## src/rtl/canmr_pkg.sv

```systemverilog
// Shared types and constants of the CAN multi-frame reassembler.
`default_nettype none

package canmr_pkg;

   localparam int NUM_SLOTS     = 8;
   localparam int MAX_MSG_BYTES = 64;
   localparam int FRAME_BYTES   = 8;

   localparam int SLOT_W     = (NUM_SLOTS > 1) ? $clog2(NUM_SLOTS) : 1;
   localparam int LANE_W     = $clog2(FRAME_BYTES);
   localparam int LEN_W      = 7;
   localparam int POS_W      = 6;
   localparam int CNT_W      = 4;
   localparam int ROWS       = (MAX_MSG_BYTES + FRAME_BYTES - 1) / FRAME_BYTES;
   localparam int BANK_DEPTH = NUM_SLOTS * ROWS;
   localparam int BANK_AW    = (BANK_DEPTH > 1) ? $clog2(BANK_DEPTH) : 1;

   typedef enum logic [1:0] {
      SEG_FIRST  = 2'd0,
      SEG_MIDDLE = 2'd1,
      SEG_LAST   = 2'd2,
      SEG_NONE   = 2'd3
   } seg_type;

   typedef enum logic [2:0] {
      ST_IDLE,
      ST_LOOKUP,
      ST_WRITE,
      ST_READ,
      ST_SHOW
   } state_type;

   typedef struct packed {
      logic [3:0]       sender;
      logic [7:0]       msg_type;
      logic [1:0]       segment_flag;
      logic [CNT_W-1:0] byte_count;
      logic [7:0]       data_byte0;
      logic [7:0]       data_byte1;
      logic [7:0]       data_byte2;
      logic [7:0]       data_byte3;
      logic [7:0]       data_byte4;
      logic [7:0]       data_byte5;
      logic [7:0]       data_byte6;
      logic [7:0]       data_byte7;
   } req_payload_type;

   typedef struct packed {
      logic [3:0]       out_sender;
      logic [7:0]       out_type;
      logic [LEN_W-1:0] total_length;
      logic [POS_W-1:0] byte_pos;
      logic [7:0]       byte_value;
      logic             truncated;
      logic             last_byte;
   } rsp_payload_type;

   typedef struct packed {
      logic             we;
      logic             alloc;
      logic [3:0]       sender;
      logic [7:0]       msg_type;
      logic [LEN_W-1:0] length;
      logic             overflow;
   } slot_upd_type;

   typedef struct packed {
      logic             valid;
      logic             match;
      logic [3:0]       sender;
      logic [7:0]       msg_type;
      logic [LEN_W-1:0] length;
      logic             overflow;
   } slot_state_type;

   typedef struct packed {
      logic              hit;
      logic [SLOT_W-1:0] hit_idx;
      logic              free;
      logic [SLOT_W-1:0] free_idx;
   } lookup_type;

endpackage

`default_nettype wire

```

## src/rtl/can_multiframe_reassembler.sv

```systemverilog
// Top level of the CAN multi-frame reassembler.
//
//   channel  direction  handshake             beat
//   req_     in         req_valid/req_ready   one decoded frame
//   rsp_     out        rsp_valid/rsp_ready   one byte of a completed message
//
// A frame is accepted, looked up across all entry lanes, and then written as up to
// eight bytes into eight byte banks at once. A frame that finds no entry, or
// carries the ignored flag, ends after the lookup. A last frame then emits its
// message byte by byte: each byte is a registered read of the byte banks, then a
// beat held until rsp_ready takes it. No new frame is taken until then.
// Reset clears the valid bit of every entry; the byte banks need no clearing.
`default_nettype none

module can_multiframe_reassembler (
   input  wire logic                        clock,
   input  wire logic                        reset,
   input  wire logic                        req_valid,
   output logic                             req_ready,
   input  wire canmr_pkg::req_payload_type  req_payload,
   output logic                             rsp_valid,
   input  wire logic                        rsp_ready,
   output canmr_pkg::rsp_payload_type       rsp_payload
);
   import canmr_pkg::*;

   state_type         state_ff, state_in;
   req_payload_type   item_ff;
   logic [SLOT_W-1:0] slot_ff, slot_in;
   logic              alloc_ff, alloc_in;
   logic [POS_W-1:0]  pos_ff, pos_in;

   slot_state_type    lane_status [NUM_SLOTS];
   slot_upd_type      lane_upd    [NUM_SLOTS];
   logic [NUM_SLOTS-1:0] match_vec, valid_vec;
   lookup_type        lookup;
   logic              lookup_act;

   logic [7:0]        frame_bytes [FRAME_BYTES];
   logic [CNT_W-1:0]  cnt_eff;
   logic              is_first;
   slot_state_type    sel;
   logic [LEN_W-1:0]  base_len;
   logic [LEN_W:0]    sum_len;
   logic [LEN_W-1:0]  new_len;
   logic              new_ovf;
   logic              write_en, read_en, last_now;

   logic [FRAME_BYTES-1:0] bank_we;
   logic [BANK_AW-1:0]     bank_waddr [FRAME_BYTES];
   logic [7:0]             bank_wdata [FRAME_BYTES];
   logic [BANK_AW-1:0]     bank_raddr;
   logic [7:0]             bank_rdata [FRAME_BYTES];

   assign frame_bytes[0] = item_ff.data_byte0;
   assign frame_bytes[1] = item_ff.data_byte1;
   assign frame_bytes[2] = item_ff.data_byte2;
   assign frame_bytes[3] = item_ff.data_byte3;
   assign frame_bytes[4] = item_ff.data_byte4;
   assign frame_bytes[5] = item_ff.data_byte5;
   assign frame_bytes[6] = item_ff.data_byte6;
   assign frame_bytes[7] = item_ff.data_byte7;

   assign cnt_eff  = (item_ff.byte_count > CNT_W'(FRAME_BYTES)) ? CNT_W'(FRAME_BYTES)
                                                                : item_ff.byte_count;
   assign is_first = (item_ff.segment_flag == SEG_FIRST);

   for (genvar s = 0; s < NUM_SLOTS; s++) begin : g_slot
      always_comb begin
         lane_upd[s].we       = write_en && (slot_ff == SLOT_W'(s));
         lane_upd[s].alloc    = alloc_ff;
         lane_upd[s].sender   = item_ff.sender;
         lane_upd[s].msg_type = item_ff.msg_type;
         lane_upd[s].length   = new_len;
         lane_upd[s].overflow = new_ovf;
      end

      canmr_slot_lane u_lane (
         .clock      (clock),
         .reset      (reset),
         .key_sender (item_ff.sender),
         .key_type   (item_ff.msg_type),
         .upd        (lane_upd[s]),
         .status     (lane_status[s])
      );

      assign match_vec[s] = lane_status[s].match;
      assign valid_vec[s] = lane_status[s].valid;
   end

   canmr_slot_merge u_merge (
      .match  (match_vec),
      .valid  (valid_vec),
      .result (lookup)
   );

   always_comb begin
      lookup_act = 1'b0;
      slot_in    = slot_ff;
      alloc_in   = alloc_ff;
      unique case (item_ff.segment_flag)
         SEG_FIRST: begin
            lookup_act = lookup.hit || lookup.free;
            slot_in    = lookup.hit ? lookup.hit_idx : lookup.free_idx;
            alloc_in   = !lookup.hit;
         end
         SEG_MIDDLE, SEG_LAST: begin
            lookup_act = lookup.hit;
            slot_in    = lookup.hit_idx;
            alloc_in   = 1'b0;
         end
         default: begin
            lookup_act = 1'b0;
         end
      endcase
      if (state_ff != ST_LOOKUP) begin
         slot_in  = slot_ff;
         alloc_in = alloc_ff;
      end
   end

   assign sel      = lane_status[slot_ff];
   assign base_len = is_first ? '0 : sel.length;
   assign sum_len  = {1'b0, base_len} + (LEN_W + 1)'(cnt_eff);

   always_comb begin
      if (sum_len > (LEN_W + 1)'(MAX_MSG_BYTES)) begin
         new_len = LEN_W'(MAX_MSG_BYTES);
         new_ovf = 1'b1;
      end else begin
         new_len = sum_len[LEN_W-1:0];
         new_ovf = !is_first && sel.overflow;
      end
   end

   assign bank_raddr = BANK_AW'(slot_ff * ROWS + (pos_ff >> LANE_W));

   for (genvar b = 0; b < FRAME_BYTES; b++) begin : g_bank
      logic [LANE_W-1:0] offs;
      logic [LEN_W-1:0]  bpos;

      assign offs = LANE_W'(b) - base_len[LANE_W-1:0];
      assign bpos = base_len + LEN_W'(offs);
      assign bank_we[b]    = write_en && ({1'b0, offs} < cnt_eff)
                             && (bpos < LEN_W'(MAX_MSG_BYTES));
      assign bank_waddr[b] = BANK_AW'(slot_ff * ROWS + (bpos >> LANE_W));
      assign bank_wdata[b] = frame_bytes[offs];

      canmr_bank u_bank (
         .clock (clock),
         .we    (bank_we[b]),
         .waddr (bank_waddr[b]),
         .wdata (bank_wdata[b]),
         .re    (read_en),
         .raddr (bank_raddr),
         .rdata (bank_rdata[b])
      );
   end

   assign last_now = (sel.length == '0) || ((LEN_W'(pos_ff) + LEN_W'(1)) == sel.length);

   always_comb begin
      state_in = state_ff;
      unique case (state_ff)
         ST_IDLE: begin
            if (req_valid) begin
               state_in = ST_LOOKUP;
            end
         end
         ST_LOOKUP: begin
            state_in = lookup_act ? ST_WRITE : ST_IDLE;
         end
         ST_WRITE: begin
            state_in = (item_ff.segment_flag == SEG_LAST) ? ST_READ : ST_IDLE;
         end
         ST_READ: begin
            state_in = ST_SHOW;
         end
         ST_SHOW: begin
            if (rsp_ready) begin
               state_in = last_now ? ST_IDLE : ST_READ;
            end
         end
         default: begin
            state_in = ST_IDLE;
         end
      endcase
   end

   always_comb begin
      req_ready = (state_ff == ST_IDLE);
      rsp_valid = (state_ff == ST_SHOW);
      write_en  = (state_ff == ST_WRITE);
      read_en   = (state_ff == ST_READ);
      pos_in    = pos_ff;
      if (state_ff == ST_WRITE) begin
         pos_in = '0;
      end else if ((state_ff == ST_SHOW) && rsp_ready && !last_now) begin
         pos_in = pos_ff + POS_W'(1);
      end
   end

   always_comb begin
      rsp_payload.out_sender   = sel.sender;
      rsp_payload.out_type     = sel.msg_type;
      rsp_payload.total_length = sel.length;
      rsp_payload.byte_pos     = pos_ff;
      rsp_payload.byte_value   = (sel.length == '0) ? 8'd0 : bank_rdata[pos_ff[LANE_W-1:0]];
      rsp_payload.truncated    = sel.overflow;
      rsp_payload.last_byte    = last_now;
   end

   always_ff @(posedge clock) begin
      if (reset) begin
         state_ff <= ST_IDLE;
      end else begin
         state_ff <= state_in;
      end
   end

   always_ff @(posedge clock) begin
      if (req_valid && req_ready) begin
         item_ff <= req_payload;
      end
      slot_ff  <= slot_in;
      alloc_ff <= alloc_in;
      pos_ff   <= pos_in;
   end

endmodule

`default_nettype wire

```

## src/rtl/canmr_slot_lane.sv

```systemverilog
// One table entry: key, length and overflow of a partial message, with key compare.
`default_nettype none

module canmr_slot_lane (
   input  wire logic                    clock,
   input  wire logic                    reset,
   input  wire logic [3:0]              key_sender,
   input  wire logic [7:0]              key_type,
   input  wire canmr_pkg::slot_upd_type upd,
   output canmr_pkg::slot_state_type    status
);
   import canmr_pkg::*;

   logic             valid_ff;
   logic             valid_in;
   logic [3:0]       sender_ff;
   logic [7:0]       type_ff;
   logic [LEN_W-1:0] length_ff;
   logic             overflow_ff;

   assign valid_in = valid_ff | (upd.we & upd.alloc);

   always_ff @(posedge clock) begin
      if (reset) begin
         valid_ff <= 1'b0;
      end else begin
         valid_ff <= valid_in;
      end
   end

   always_ff @(posedge clock) begin
      if (upd.we) begin
         length_ff   <= upd.length;
         overflow_ff <= upd.overflow;
         if (upd.alloc) begin
            sender_ff <= upd.sender;
            type_ff   <= upd.msg_type;
         end
      end
   end

   always_comb begin
      status.valid    = valid_ff;
      status.match    = valid_ff && (sender_ff == key_sender) && (type_ff == key_type);
      status.sender   = sender_ff;
      status.msg_type = type_ff;
      status.length   = length_ff;
      status.overflow = overflow_ff;
   end

endmodule

`default_nettype wire

```

## src/rtl/canmr_slot_merge.sv

```systemverilog
// Merges the per-entry compares into the matching entry and the lowest free entry.
`default_nettype none

module canmr_slot_merge (
   input  wire logic [canmr_pkg::NUM_SLOTS-1:0] match,
   input  wire logic [canmr_pkg::NUM_SLOTS-1:0] valid,
   output canmr_pkg::lookup_type                result
);
   import canmr_pkg::*;

   always_comb begin
      result = '0;
      for (int s = NUM_SLOTS - 1; s >= 0; s--) begin
         if (match[s]) begin
            result.hit     = 1'b1;
            result.hit_idx = SLOT_W'(s);
         end
         if (!valid[s]) begin
            result.free     = 1'b1;
            result.free_idx = SLOT_W'(s);
         end
      end
   end

endmodule

`default_nettype wire

```

## src/rtl/canmr_bank.sv

```systemverilog
// One byte bank of the message buffer, one write and one registered read port.
`default_nettype none

module canmr_bank (
   input  wire logic                          clock,
   input  wire logic                          we,
   input  wire logic [canmr_pkg::BANK_AW-1:0] waddr,
   input  wire logic [7:0]                    wdata,
   input  wire logic                          re,
   input  wire logic [canmr_pkg::BANK_AW-1:0] raddr,
   output logic [7:0]                         rdata
);
   import canmr_pkg::*;

   logic [7:0] mem [BANK_DEPTH];

   always_ff @(posedge clock) begin
      if (we) begin
         mem[waddr] <= wdata;
      end
   end

   always_ff @(posedge clock) begin
      if (re) begin
         rdata <= mem[raddr];
      end
   end

endmodule

`default_nettype wire

```

## config.mk

```make
export PLATFORM = sky130hd
export DESIGN_NAME = can_multiframe_reassembler
export DESIGN_NICKNAME = d
export VERILOG_FILES = /design/src/rtl/canmr_pkg.sv /design/src/rtl/can_multiframe_reassembler.sv /design/src/rtl/canmr_slot_lane.sv /design/src/rtl/canmr_slot_merge.sv /design/src/rtl/canmr_bank.sv
export SDC_FILE = /design/constraint.sdc
export NUM_CORES = 2
export LEC_CHECK = 0
export BUFFER_PORTS_ARGS = -buffer_cell sky130_fd_sc_hd__buf_2
export CORE_MARGIN = 3
export CORE_UTILIZATION = 45
export CTS_BUF_LIST = sky130_fd_sc_hd__clkbuf_4
export DETAILED_ROUTE_END_ITERATION = 7
export GPL_TIMING_DRIVEN = 0
export MAX_ROUTING_LAYER = met4
export PLACE_DENSITY = 0.59
export SLEW_MARGIN = 15
export SYNTH_ARGS = -nofsm -noshare
export SYNTH_HDL_FRONTEND = slang
export SYNTH_SLANG_ARGS = --single-unit
```

## constraint.sdc

```tcl
create_clock -name clock -period 13.2 [get_ports clock]
set_clock_uncertainty 0.1 [all_clocks]
set_input_delay 2.64 -clock clock [delete_from_list [all_inputs] [get_ports clock]]
set_output_delay 2.64 -clock clock [all_outputs]
set_load 0.05 [all_outputs]
```

# Word-level counts from Yosys, hierarchy flattened
# Memory sizes are Yosys's and may differ from the RTL's. A register that Yosys moved wholly into a read port is not among the register bits.
# Index checks and enable logic that the tools add are counted.
# word_totals
memories,8
wordCells,322
output_inout_bits,37
register_bits,263
ram_bits,4096
# memory_table
memory,words,word_bits,read_ports,rd_clocked_by_memory_dff,wr,line,rtl
g_bank[0].u_bank.mem,64,8,1,1,1,canmr_bank.sv:15,logic [7:0] mem [BANK_DEPTH];
g_bank[1].u_bank.mem,64,8,1,1,1,canmr_bank.sv:15,
g_bank[2].u_bank.mem,64,8,1,1,1,canmr_bank.sv:15,
g_bank[3].u_bank.mem,64,8,1,1,1,canmr_bank.sv:15,
g_bank[4].u_bank.mem,64,8,1,1,1,canmr_bank.sv:15,
g_bank[5].u_bank.mem,64,8,1,1,1,canmr_bank.sv:15,
2 more memories,--,--,--,--,--,--,
# classes
n_reduce_logical,65
muxes,77
addsub,28
n_eq_ne,33
n_bitwise,27
magnitude_cmp,28
# op_table
operator,count
8-bit binary-select mux with 3-bit select,9
8-bit 2-to-1 mux,19
4-bit 2-to-1 mux,17
22-bit binary-select mux with 3-bit select,1
8-bit == test,8
7-bit by 3-bit adder with 7-bit output,8
7-bit less-than comparator (second input constant),8
6-bit by 4-bit adder with 6-bit output,8
1-bit logical AND,44
4-bit greater-or-equal comparator (second input constant),10
20-bit 2-to-1 mux,2
3-bit NOT with 4-bit output,10
4-bit == test,8
3-bit by 4-bit less-than comparator with 1-bit output,8
2-bit AND reduction,10
1-bit 2-to-1 mux,17
3-bit == test (second input constant),5
3-bit one-hot mux with 5 select lines,1
7-bit 2-to-1 mux,2
3-bit by 2-bit == test with 1-bit output (second input constant),4
3-bit subtractor (first input constant),4
3-bit 2-to-1 mux,3
7-bit by 4-bit adder with 8-bit output,1
1-bit AND,8
other kinds (26),43

# Logic depth before layout (Yosys ltp)
# logic_depth
word_depth,15
depth_mapped,25

# Hierarchy
# From an unflattened synthesis, not the netlist that was laid out.
# hier_totals
hier_cells,8799
area_unflattened_um2,177405.1
# by_module_without_submodules
mod,cells_each,n_inst,area_per_inst_um2
canmr_bank,940,8,20246.9
can_multiframe_reassembler,908,1,8964.8
canmr_slot_lane,43,8,788.3
canmr_slot_merge,27,1,158.9

# Least setup slack after synthesis
# No wires, ideal clock.
# synth_timing
path_kind,register to register
start,reg slot_ff[1]
end,mem g_bank[2].u_bank.mem[2][0] (enable)
t_required_ns,12.705
path_stages_with_launch,24
path_slack_ns,6.656
setup_ns,0.395
arrival_ns,6.049
synth_period_minus_slack_ns,6.544
path_cell_list,edfxtp_1 buf_6 buf_8 mux2i_1 a22o_2 or3_1 buf_6 inv_2 buf_2 buf_2 nand2_1 ha_1 clkbuf_1 inv_2 a31oi_1 o41ai_4 nand2_1 xnor2_1 clkbuf_1 ha_1 or3_1 clkbuf_1 clkbuf_1 nor4_1
# synth_between
elab_chain_len,11
elab_cells_between_ends,14
cone_classes,3 x add/sub; 2 x order compare; 6 x mux; 1 x bitwise; 2 x reduce/logical
# synth_rtl
element,line,rtl
start: declaration,can_multiframe_reassembler.sv:29,"logic [SLOT_W-1:0] slot_ff, slot_in;"
start signal: assignment,can_multiframe_reassembler.sv:225,slot_ff <= slot_in;
3-bit NOT with 4-bit output (implied by the code),can_multiframe_reassembler.sv:122,assign sel = lane_status[slot_ff];
22-bit binary-select mux with 3-bit select,can_multiframe_reassembler.sv:122,
20-bit 2-to-1 mux (implied by the code) (2 in a row),can_multiframe_reassembler.sv:122,
7-bit 2-to-1 mux,can_multiframe_reassembler.sv:123,assign base_len = is_first ? '0 : sel.length;
2-bit by 3-bit subtractor with 3-bit output,can_multiframe_reassembler.sv:142,assign offs = LANE_W'(b) - base_len[LANE_W-1:0];
7-bit by 3-bit adder with 7-bit output / 3-bit by 4-bit less-than comparator with 1-bit output (equally long branches),"can_multiframe_reassembler.sv:143, can_multiframe_reassembler.sv:144",
7-bit less-than comparator / 1-bit logical AND (equally long branches),"can_multiframe_reassembler.sv:145, can_multiframe_reassembler.sv:144",
1-bit logical AND,can_multiframe_reassembler.sv:145,&& (bpos < LEN_W'(MAX_MSG_BYTES));
1-bit 2-to-1 mux,canmr_bank.sv:18,if (we) begin
1-bit 2-to-1 mux (implied by the code),canmr_bank.sv:19,mem[waddr] <= wdata;
end: declaration,canmr_bank.sv:15,
# Parallel ways exist; a longest one is shown, timed or not. The select of a mux whose other input is x is not followed.

# Final worst setup path
# layout_timing
start,reg slot_ff[0]
end,mem g_bank[2].u_bank.mem[23][0] (enable)
# Same word-level chain as after synthesis.

==> impl_metrics.ini <==
[outcome]
status = finished, final reports clean

[setup_path]
start_kind = flip-flop
crit_end = g_bank[2].u_bank.mem[23][0]$_DFFE_PP_
worstPathArrival_ns = 11.60
crit_required_ns = 14.51
crit_top_cell = clkbuf_1
cpPeakStageDelay_ns = 0.86
worstSetupPathType = flip-flop to flip-flop
timing.critical_path.buf_inv = 12
reg2reg_slack_ns = 2.91
startpoint = slot_ff[0]$_DFFE_PP_
slowest_stage = nor4_2
ff2ff_path_depth = 23
path_delay_family = buffers and inverters
cp.depth = 23
cp-end-kind = flip-flop
reg2reg_to = g_bank[2].u_bank.mem[23][0]$_DFFE_PP_
r2r_start = slot_ff[0]$_DFFE_PP_
cp_max_fo = 19
crit_chain = buf_8, buf_16, buf_2, nor2_1, a22oi_2, nand3_1, inv_1, buf_2, buf_2, ha_1, clkbuf_1, inv_2, a31oi_1, o41ai_4, nand2_1, xnor2_1, clkbuf_1, ha_1, or3_1, clkbuf_1, clkbuf_1, nor4_2, buf_4

[global_route]
first_global_vias = 103600
antenna_found_initial = 70
gr-usage-all-layers = 0.3497
grt_overflow = 0
grt_pass1_wl_um = 896400
grt_max_degree = 65

[clocking]
cts_tree = done
cts_buffers = 1197
htree_num_levels = 7
cts_buffer_depth = 5
cts_num_sinks = 4423
clockRootBuffer = clkbuf_4
post-cts-setup-buffers = 0
cts_resized = 0
clock_latency_ns = 1.79
clkTransAtPathRegs_ns = 0.07
ctsHoldBuffers = 0

[synth]
yosys_warnings = 0
synthTopCellsByArea = edfxtp_1, mux4_2, mux2i_1
synth-async-reset-ratio = 0
syn-cell-area_sq_um = 177400
synth_top_area_share = 0.7456
synth_common_cells = edfxtp_1, mux4_2, mux2i_1, clkbuf_1, nor3_1
synthFlopType = edfxtp_1
synth_nets = 8772
synth-seq-area-share = 0.7475
yosysUniqueCellTypes = 91
avgSynthCellArea_sq_um = 20.55
synthCells = 8637
synth-edff-count = 4406
synth_area_leader_cell = edfxtp_1
yosysMostFrequentCell = edfxtp_1
ys_seq_elements = 4423

[place]
dpl.hpwl_um = 487300
gp_congestion = 1.013
place_inst = 14420
io_buffers = 121

[route]
wl_per_cell_um = 41.31
wl_met3_um = 93990
vias = 106300
initialDrtViolationCount = 17350
drtPass1Iterations = 7
wl_met1_um = 250300
wl_met2_um = 294500
drc_errors = 0
routed_wl_um = 678300
drtAntennaViolNets = 0
vias_per_cell = 6.476
maxUsedRoutingLayer = met4

[final_layout]
area_delta_synth_final_pct = 16.83
utilization = 0.5305
drive_gt1_frac = 0.3918
stdcell_count = 16420
finish.net_count = 10560

[flow_run]
max_cap_violations = 0

[power]
peakVddDrop_uv = 131.0
total_power_mw = 38.16
power_density_nw_per_um2 = 184.1
leakage_nw = 68.17

[floorplanning]
dieArea_sq_um = 401900
num_rows = 229
dieHeight_um = 634.0
ioPinCount = 123
start_util = 0.4540
fp.dieW_um = 634.0
core_area_sq_um = 390800

[timing]
hold_viol_final = 0
tightest_slew_ns = 1.462
relSlewSlack = 0.02533
rsz0062_at_grt = false
setup_tns_ns = 0
clock.fmax_mhz = 97.22
period_share = 0.7792
setup_viol = 0
min_period_ns = 10.29
drv_slew = 0

[min_path]
hp-class = flip-flop to flip-flop
[how the worst min path moves through the flow]
stage                                                    start                                   end  cells past startpoint
after detailed placement  g_slot[0].u_lane.valid_ff$_SDFF_PP0_  g_slot[0].u_lane.valid_ff$_SDFF_PP0_                      1
after CTS                 g_slot[5].u_lane.valid_ff$_SDFF_PP0_  g_slot[5].u_lane.valid_ff$_SDFF_PP0_                      2
final                     g_slot[1].u_lane.valid_ff$_SDFF_PP0_  g_slot[1].u_lane.valid_ff$_SDFF_PP0_                      2
after global placement    g_slot[1].u_lane.valid_ff$_SDFF_PP0_  g_slot[1].u_lane.valid_ff$_SDFF_PP0_                      2
after global routing      g_slot[0].u_lane.valid_ff$_SDFF_PP0_  g_slot[0].u_lane.valid_ff$_SDFF_PP0_                      1
after floorplan           g_slot[0].u_lane.valid_ff$_SDFF_PP0_  g_slot[0].u_lane.valid_ff$_SDFF_PP0_                      1
[placed cells by master, fill, tap and decap left out, drive strengths merged, types with 10 or more instances in the layout]
cell | netlist | layout
mux2 | 58 | 58
ha | 48 | 48
xor2 | 11 | 11
a21oi | 88 | 88
nand4 | 33 | 33
mux4 | 1098 | 1098
o211ai | 11 | 11
clkbuf | 291 | 1975
nand2b | 11 | 11
o21ai | 25 | 25
edfxtp | 4406 | 4406
buf | 250 | 823
nor2b | 11 | 11
nor4 | 200 | 200
inv | 39 | 65
o22ai | 263 | 263
a31oi | 14 | 14
nor2 | 277 | 277
xnor2 | 127 | 127
clkinv | 3 | 190
mux2i | 620 | 620
a211oi | 16 | 16
nand2 | 232 | 232
or3 | 15 | 15
nor3 | 290 | 290
diode | 0 | 102
nand3 | 78 | 78
and3 | 10 | 10
dfxtp | 17 | 17
[worst reg2reg max path: cells and delay by family (launching register included)]
| kind | cells | cell delay (ns) |
|---|---|---|
| AOI/OAI and AO/OA | 3 | 1.41 |
| xor gates and xnor gates | 1 | 0.32 |
| adders and majority gates | 2 | 0.79 |
| buffers and inverters | 12 | 4.88 |
| DFF | 1 | 0.37 |
| and+or+nand+nor | 5 | 2.11 |
[where the power goes]
group	total, mW	leakage, nW	switching (mW)	internal (mW)
logic	10.2	20.0	7.00	3.17
clock network	11.5	8.25	5.62	5.91
registers	16.5	39.9	0.0630	16.4
total	38.2	68.2	12.7	25.5
[metrics by stage]
step	hold slack, ns	cell area, sq um	worst slack, ns
2_1_floorplan	0.3795	177400	6.656
3_3_place_gp	0.4160	184600	0.9605
3_5_place_dp	0.4287	193300	3.411
4_1_cts	0.4413	207000	3.338
5_1_grt	0.4709	207200	3.080
6_report	0.4446	207300	2.914
[kinds of logic (layout without fill, tap and decap cells)]
family,after synthesis,after routing,share of synthesized area
buf+inv,583,3065,0.01323
fa+ha+maj,49,49,0.003497
flops,4423,4423,0.7475
mux,1776,1776,0.1780
compound gates,478,478,0.01799
other cells,0,102,0
xor+xnor,138,138,0.006811
simple gates,1190,1190,0.03294
[sequential cells by signal, summed over array words and instances, names as in the netlist, 18 cells and up]
register	cells
g_slot.u_lane.length_ff	56
item_ff	18
g_bank.u_bank.mem	4096
frame_bytes	64
g_slot.u_lane.type_ff	64
g_slot.u_lane.sender_ff	32
g_bank.u_bank.rdata	64
[final cells by class]
type	instances	area, sq um
Fill cell	30960	183500
Clock buffer	1673	12560
Sequential cell	4423	132600
Antenna cell	102	255.2
Clock inverter	225	1090
Buffer	541	2582
Tap cell	5197	6502
Multi-Input combinational cell	3631	45100
Inverter	42	160.2
Timing Repair Buffer	584	6416
[metal layers]
layer,up-vias,global-route usage
met2,8191,0.4788
li1,40590,-
met5,-,-
met4,0,0.1958
met3,1448,0.1319
met1,56090,0.4481
Note: power is estimated with default switching activity, not from simulation.
